--- src/design/hsl_pkg.sv ---
// shared types and constants for the rgb to hsl converter
package hsl_pkg;

    localparam int CW        = 16;          // component and result width
    localparam int HDW       = CW + 3;      // hue divisor width, holds 6*delta
    localparam int QSTEPS    = CW;          // quotient bits, one per divider stage
    localparam logic [CW:0] CODE_ONE  = 17'd65535;
    localparam logic [CW:0] CODE_TWO  = 17'd131070;

    // which component holds the maximum
    typedef enum logic [1:0] {
        SEL_RED   = 2'd0,
        SEL_GREEN = 2'd1,
        SEL_BLUE  = 2'd2
    } max_sel_t;

    // payload carried through the divider stages
    typedef struct packed {
        logic [CW-1:0]  sat_rem;
        logic [CW-1:0]  sat_low;
        logic [CW-1:0]  sat_div;
        logic [CW-1:0]  sat_q;
        logic [HDW-1:0] hue_rem;
        logic [HDW-1:0] hue_div;
        logic [CW-1:0]  hue_q;
        logic           grey;
        logic [CW-1:0]  light;
    } div_word_t;

endpackage

--- src/design/rgb_to_hsl_converter_top.sv ---
// top level of the rgb to hsl converter
//
// Converts one pixel per beat from 16-bit red, green, blue codes to hue,
// saturation and lightness. Input beats arrive on s_valid/s_ready with
// s_red_in, s_green_in, s_blue_in; results leave on m_valid/m_ready with
// m_hue_out, m_sat_out, m_light_out, one result beat per input beat, in order.
// There are 19 register stages: two front stages (max/min, then delta and
// divisor setup), sixteen divider stages that each resolve one quotient bit
// of saturation and hue, and the output register. m_valid rises when a beat
// has passed both front stages and all divider stages into the output register.
// Throughput is one pixel per cycle while m_ready stays high.
// The whole pipeline advances together: when a result sits in the output
// register and m_ready is low, s_ready drops and every stage holds its beat,
// so nothing is lost or repeated. A stall costs exactly its own cycles.
// Synchronous active-low reset clears all valid bits; no result is pending
// after reset and the block accepts a beat in the first cycle after it.
module rgb_to_hsl_converter_top (
    input  logic                    aclk,
    input  logic                    aresetn,
    input  logic                    s_valid,
    output logic                    s_ready,
    input  logic [hsl_pkg::CW-1:0]  s_red_in,
    input  logic [hsl_pkg::CW-1:0]  s_green_in,
    input  logic [hsl_pkg::CW-1:0]  s_blue_in,
    output logic                    m_valid,
    input  logic                    m_ready,
    output logic [hsl_pkg::CW-1:0]  m_hue_out,
    output logic [hsl_pkg::CW-1:0]  m_sat_out,
    output logic [hsl_pkg::CW-1:0]  m_light_out
);
    import hsl_pkg::*;

    logic       en;
    logic       p_valid, d_valid;
    div_word_t  p_word, d_word;
    logic       m_valid_reg, grey_reg;
    logic [CW-1:0] hue_reg, sat_reg, light_reg;

    // global advance
    assign en      = !m_valid_reg || m_ready;
    assign s_ready = en;

    hsl_prep u_prep (
        .aclk      (aclk),
        .aresetn   (aresetn),
        .en        (en),
        .in_valid  (s_valid),
        .red       (s_red_in),
        .green     (s_green_in),
        .blue      (s_blue_in),
        .out_valid (p_valid),
        .out_word  (p_word)
    );

    hsl_div u_div (
        .aclk      (aclk),
        .aresetn   (aresetn),
        .en        (en),
        .in_valid  (p_valid),
        .in_word   (p_word),
        .out_valid (d_valid),
        .out_word  (d_word)
    );

    // output register, grey pixels force hue and saturation to zero
    always_ff @(posedge aclk) begin
        if (!aresetn) begin
            m_valid_reg <= 1'b0;
        end else if (en) begin
            m_valid_reg <= d_valid;
        end
    end

    always_ff @(posedge aclk) begin
        if (en) begin
            hue_reg   <= d_word.grey ? '0 : d_word.hue_q;
            sat_reg   <= d_word.grey ? '0 : d_word.sat_q;
            light_reg <= d_word.light;
            grey_reg  <= d_word.grey;
        end
    end

    assign m_valid     = m_valid_reg;
    assign m_hue_out   = hue_reg;
    assign m_sat_out   = sat_reg;
    assign m_light_out = light_reg;

    // checks
    a_ready_rule: assert property (@(posedge aclk) disable iff (!aresetn)
        !m_valid_reg |-> s_ready)
        else $error("s_ready low with empty output register");

    a_reset_clears: assert property (@(posedge aclk)
        !aresetn |=> !m_valid_reg)
        else $error("result valid after reset");

    a_grey_zero: assert property (@(posedge aclk) disable iff (!aresetn)
        m_valid_reg && grey_reg |-> hue_reg == '0 && sat_reg == '0)
        else $error("grey pixel with nonzero hue or saturation");

    a_stall_hold: assert property (@(posedge aclk) disable iff (!aresetn)
        m_valid_reg && !m_ready |=> m_valid_reg && $stable(hue_reg)
            && $stable(sat_reg) && $stable(light_reg))
        else $error("result changed during stall");

endmodule

--- src/design/hsl_prep.sv ---
// front stages: max/min select, then delta, lightness, numerators and divisors
module hsl_prep (
    input  logic                       aclk,
    input  logic                       aresetn,
    input  logic                       en,
    input  logic                       in_valid,
    input  logic [hsl_pkg::CW-1:0]     red,
    input  logic [hsl_pkg::CW-1:0]     green,
    input  logic [hsl_pkg::CW-1:0]     blue,
    output logic                       out_valid,
    output hsl_pkg::div_word_t         out_word
);
    import hsl_pkg::*;

    logic              v1_reg, v2_reg;
    logic [CW-1:0]     r1_reg, g1_reg, b1_reg, mx1_reg, mn1_reg;
    max_sel_t          sel1_reg;
    max_sel_t          sel_next;
    logic [CW-1:0]     mx_next, mn_next;
    div_word_t         w2_reg, w2_next;

    // stage 1: pick maximum (red wins ties, then green) and minimum
    always_comb begin
        if (red >= green && red >= blue) begin
            sel_next = SEL_RED;
            mx_next  = red;
        end else if (green >= blue) begin
            sel_next = SEL_GREEN;
            mx_next  = green;
        end else begin
            sel_next = SEL_BLUE;
            mx_next  = blue;
        end
        mn_next = red;
        if (green < mn_next) mn_next = green;
        if (blue < mn_next) mn_next = blue;
    end

    // stage 2: delta, sum, hue numerator with wrap, divisors
    logic [CW-1:0]        d;
    logic [CW:0]          s;
    logic signed [HDW:0]  n_raw, n_adj;
    logic [HDW-1:0]       d6;
    logic [2*CW-1:0]      sat_num;
    always_comb begin
        d  = mx1_reg - mn1_reg;
        s  = {1'b0, mx1_reg} + {1'b0, mn1_reg};
        d6 = {1'b0, d, 2'b00} + {2'b00, d, 1'b0};
        case (sel1_reg)
            SEL_RED:   n_raw = $signed({4'b0, g1_reg}) - $signed({4'b0, b1_reg});
            SEL_GREEN: n_raw = $signed({3'b0, d, 1'b0}) + $signed({4'b0, b1_reg})
                             - $signed({4'b0, r1_reg});
            default:   n_raw = $signed({2'b0, d, 2'b0}) + $signed({4'b0, r1_reg})
                             - $signed({4'b0, g1_reg});
        endcase
        n_adj = n_raw[HDW] ? n_raw + $signed({1'b0, d6}) : n_raw;
        sat_num = {d, {CW{1'b0}}} - {{CW{1'b0}}, d};
        w2_next.sat_rem = sat_num[2*CW-1:CW];
        w2_next.sat_low = sat_num[CW-1:0];
        if (s < CODE_ONE) w2_next.sat_div = s[CW-1:0];
        else begin
            w2_next.sat_div = 16'(CODE_TWO - s);
        end
        w2_next.sat_q   = '0;
        w2_next.hue_rem = n_adj[HDW-1:0];
        w2_next.hue_div = d6;
        w2_next.hue_q   = '0;
        w2_next.grey    = (d == '0);
        w2_next.light   = s[CW:1];
    end

    // stage registers
    always_ff @(posedge aclk) begin
        if (!aresetn) begin
            v1_reg <= 1'b0;
            v2_reg <= 1'b0;
        end else if (en) begin
            v1_reg <= in_valid;
            v2_reg <= v1_reg;
        end
    end

    always_ff @(posedge aclk) begin
        if (en) begin
            r1_reg   <= red;
            g1_reg   <= green;
            b1_reg   <= blue;
            mx1_reg  <= mx_next;
            mn1_reg  <= mn_next;
            sel1_reg <= sel_next;
            w2_reg   <= w2_next;
        end
    end

    assign out_valid = v2_reg;
    assign out_word  = w2_reg;

endmodule

--- src/design/hsl_div.sv ---
// two restoring dividers side by side, one quotient bit per stage
module hsl_div (
    input  logic                 aclk,
    input  logic                 aresetn,
    input  logic                 en,
    input  logic                 in_valid,
    input  hsl_pkg::div_word_t   in_word,
    output logic                 out_valid,
    output hsl_pkg::div_word_t   out_word
);
    import hsl_pkg::*;

    logic      v_reg [QSTEPS];
    div_word_t w_reg [QSTEPS];

    function automatic div_word_t div_step(input div_word_t w);
        div_word_t       o;
        logic [CW:0]     st;
        logic [HDW:0]    ht;
        logic            sge, hge;
        o   = w;
        st  = {w.sat_rem, w.sat_low[CW-1]};
        sge = st >= {1'b0, w.sat_div};
        st  = sge ? st - {1'b0, w.sat_div} : st;
        o.sat_rem = st[CW-1:0];
        o.sat_low = {w.sat_low[CW-2:0], 1'b0};
        o.sat_q   = {w.sat_q[CW-2:0], sge};
        ht  = {w.hue_rem, 1'b0};
        hge = ht >= {1'b0, w.hue_div};
        ht  = hge ? ht - {1'b0, w.hue_div} : ht;
        o.hue_rem = ht[HDW-1:0];
        o.hue_q   = {w.hue_q[CW-2:0], hge};
        return o;
    endfunction

    // stage chain
    for (genvar k = 0; k < QSTEPS; k++) begin : g_stage
        always_ff @(posedge aclk) begin
            if (!aresetn) begin
                v_reg[k] <= 1'b0;
            end else if (en) begin
                v_reg[k] <= (k == 0) ? in_valid : v_reg[(k == 0) ? 0 : k-1];
            end
        end
        always_ff @(posedge aclk) begin
            if (en) begin
                w_reg[k] <= div_step((k == 0) ? in_word : w_reg[(k == 0) ? 0 : k-1]);
            end
        end
    end

    assign out_valid = v_reg[QSTEPS-1];
    assign out_word  = w_reg[QSTEPS-1];

endmodule
--- config.mk ---
export PLATFORM = sky130hd
export DESIGN_NAME = rgb_to_hsl_converter_top
export DESIGN_NICKNAME = d
export VERILOG_FILES = /design/src/design/hsl_pkg.sv /design/src/design/rgb_to_hsl_converter_top.sv /design/src/design/hsl_prep.sv /design/src/design/hsl_div.sv
export SDC_FILE = /design/constraint.sdc
export NUM_CORES = 2
export LEC_CHECK = 0
export ABC_CLOCK_PERIOD_IN_PS = 72000
export BUFFER_PORTS_ARGS = -buffer_cell sky130_fd_sc_hd__buf_4
export CAP_MARGIN = 20
export CORE_MARGIN = 3
export CORE_UTILIZATION = 50
export DETAILED_ROUTE_END_ITERATION = 10
export GPL_TIMING_DRIVEN = 0
export PLACE_DENSITY = 0.63
export SETUP_SLACK_MARGIN = 0.3
export SKIP_CTS_REPAIR_TIMING = 1
export SLEW_MARGIN = 40
export SYNTH_ARGS = -nofsm -noshare
export SYNTH_HDL_FRONTEND = slang
export SYNTH_SLANG_ARGS = --single-unit
--- constraint.sdc ---
create_clock -name aclk -period 72 [get_ports aclk]
set_input_delay 7.2 -clock aclk [delete_from_list [all_inputs] [get_ports aclk]]
set_output_delay 7.2 -clock aclk [all_outputs]
set_load 0.005 [all_outputs]
==> results.txt <==
Post-route ant nets - 0
Initial cell density of the core - 0.506
Initial antenna violation count - 1
Drt via density - 5.39
Yosys cell types - 98
CP Capture Type - output pin
CP cell instances - buf_4 > nor2b_1 > inv_1 > clkbuf_4 > buf_4
Iter 0 DRT Violations - 3,190
TNS Setup - 0 ns
Family with the most delay on the worst path - buffers and inverters
Worst setup SP type - input pin
CP max stage delay - 0.42 ns
First-pass GRT wire length - 315,000 µm
Reg2Reg Launch Point - u_prep.mx1_reg[0]
RSZ-0062 raised after global routing - false
CTS buffer count - 199
Core ar. - 0.194 mm²
GPL Wtd Cong - 0.950
Hold path startpoint - u_div.w_reg[0][786]
Layout cell share with drive strength beyond 1 - 0.101
Tcrit/Tclk final - 0.218
Hold crit path type - reg -> reg
Max-cap violations - 0
Layout net count - 9,135
H-tree depth - 4
IO buf count - 100
CP required - 64.80 ns
IO Pins - 102
Clock buffer depth - 3
Vias in the first global route - 60,800
Synthesized area - 0.0980 mm²
Die Y - 449 µm
Max_slew headroom - 0.404
Cell mode on critical path - buf_4
Slew Viols, Final - 0
GRT Residual Overflow - 0
Clock skew - 0.0507 ns
Sink Count - 1,888
WL per Instance - 17.8 µm
WP data arrival - 8.51 ns
Syn Inst Count - 7,926
Sequential cell area fraction in the yosys report - 0.578
Gr usage total - 0.194
Max reg flops - 1,640
CTS tree - done
Critical path's slowest cell - clkbuf_4
Outcome - completed
Total die area - 0.201 mm²
Final Hold Fails - 0
DRT Pass-1 Iters - 6
Pin count of the biggest net entering global routing - 46
Syn_area_per_cell - 12.4 µm²
Most used DFF post-synth - edfxtp_1
CTS root buf - clkbuf_16
Syn_nets - 8,784
Worst-Margin Slew - 0.889 ns
Post-detail-place hpwl - 152,000 µm
Worst path buffer plus inverter count - 4
Post-synth EDFFs - 1,884
Clock transition at the registers of the reported paths - 0.06 ns
Origin of the worst setup path - m_ready
WS Path Type - in -> out
Die Wd - 449 µm
Max Clk Rate - 63.7 MHz
Asr flop ratio synth - 0
Worst-path fanout max - 38
Site Rows - 161
Seq cells post-synth - 1,888
Syn. warnings - 0
Via count - 59,600
Routed wire length - 197,000 µm
WHS Path Cells - 0
Final setup vio count - 0
Levels on crit path - 5
Tmin final - 15.71 ns
Layout area overhead - 12.1%
Drt drc - 0
Worst-case reg-to-reg path depth - 30
Clk Latency, worst-skew pair - 0.84 ns
## placed cells by master, fill, tap and decap left out, drive strengths merged, types with 29 or more instances in the layout
cell type	netlist	final
edfxtp	1884	1884
inv	993	1002
ha	767	767
nor2	484	484
a21oi	445	445
nand2	424	424
o21ai	363	363
xnor2	303	303
clkbuf	62	298
mux2	241	241
buf	39	189
nor2b	172	172
xor2	165	165
a21o	146	146
nor3	144	144
mux2i	117	117
nand4	100	100
a21boi	97	97
clkinv	0	90
o21a	85	85
nand3	78	78
a31oi	64	64
nand2b	62	62
and3	61	61
o31ai	55	55
a211oi	41	41
fa	39	39
o21bai	37	37
and2	35	35
o211ai	33	33
a31o	29	29
## path summary, 6_finish.rpt
| kind | slack [ns] | to |
|---|---|---|
| worst max-delay path | 56.29 | s_ready |
| worst min register to register | 0.38 | u_div.w_reg[0][921] |
| worst min-delay path | 0.38 | u_div.w_reg[0][921] |
| worst max register to register | 64.33 | u_prep.out_word[69] |
## logic make-up after synthesis
group                    after synthesis  share of synthesized area
flip-flops                          1888                      0.578
AND/OR/NAND/NOR                     1708                     0.0848
AO/OA/AOI/OAI                       1604                      0.107
buffers and inverters               1094                     0.0428
adder cells (fa/ha/maj)              806                      0.106
XOR/XNOR                             468                     0.0420
multiplexers                         358                     0.0400
## layout make-up
type	instances	area, µm²
well taps	2608	3260
repair buffers	150	1730
flip-flops and latches	1888	56700
plain buffers	101	469
fillers	15700	83900
inverters	993	3730
diodes	2	5.00
multi-input cells	4944	37300
clock buffers	236	5140
clock inverters	134	1560
## Yosys cell counts, types with 24 or more instances
cell type,n,area share
a21boi_0,85,0.0065
nand2_1,424,0.016
a211oi_1,41,0.0031
nor2b_1,172,0.011
mux2i_1,117,0.012
o211ai_1,33,0.0025
and2_1,35,0.0022
and3_1,59,0.0038
o21ai_1,25,0.0013
clkbuf_1,62,0.0024
mux2_2,230,0.026
a21o_1,146,0.011
nand3_1,75,0.0038
edfxtp_1,1884,0.58
nor3_1,143,0.0073
nand4_1,100,0.0064
o21ai_0,337,0.017
o31ai_1,54,0.0041
ha_1,767,0.098
o2111ai_1,24,0.0021
nor2_1,483,0.018
a31o_2,29,0.0026
nor4_1,28,0.0018
or2_2,25,0.0016
xnor2_1,301,0.027
o21bai_1,29,0.0022
o21a_1,85,0.0065
nand2b_1,62,0.0040
a31oi_1,63,0.0040
inv_1,988,0.038
xor2_1,165,0.015
fa_1,39,0.0080
a21oi_1,440,0.022
## stage by stage
stage / cells / worst slack, ns / area, µm² / hold slack, ns / utilization
after floorplan: 7926 / 7.04 / 98000 / 0.400 / -
after global placement: 10600 / -14.12 / 102000 / 0.400 / 0.527
after detailed placement: 10700 / 56.26 / 103000 / 0.405 / 0.532
after CTS: 11100 / 56.25 / 110000 / 0.371 / 0.567
after global routing: 11100 / 56.14 / 110000 / 0.388 / 0.567
final: 11100 / 56.29 / 110000 / 0.384 / 0.567
## routing by layer
| layer | share of wire | up-vias | global-route usage |
|---|---|---|---|
| met4 | 0.043 | 0 | 0.0857 |
| met5 | 0 | - | 0 |
| met3 | 0.032 | 455 | 0.0263 |
| met1 | 0.40 | 28400 | 0.219 |
| met2 | 0.52 | 1080 | 0.362 |
| li1 | - | 29700 | - |
Power is not shown: default switching activity piles up to over one toggle a cycle in this logic, so the estimate is an artifact.
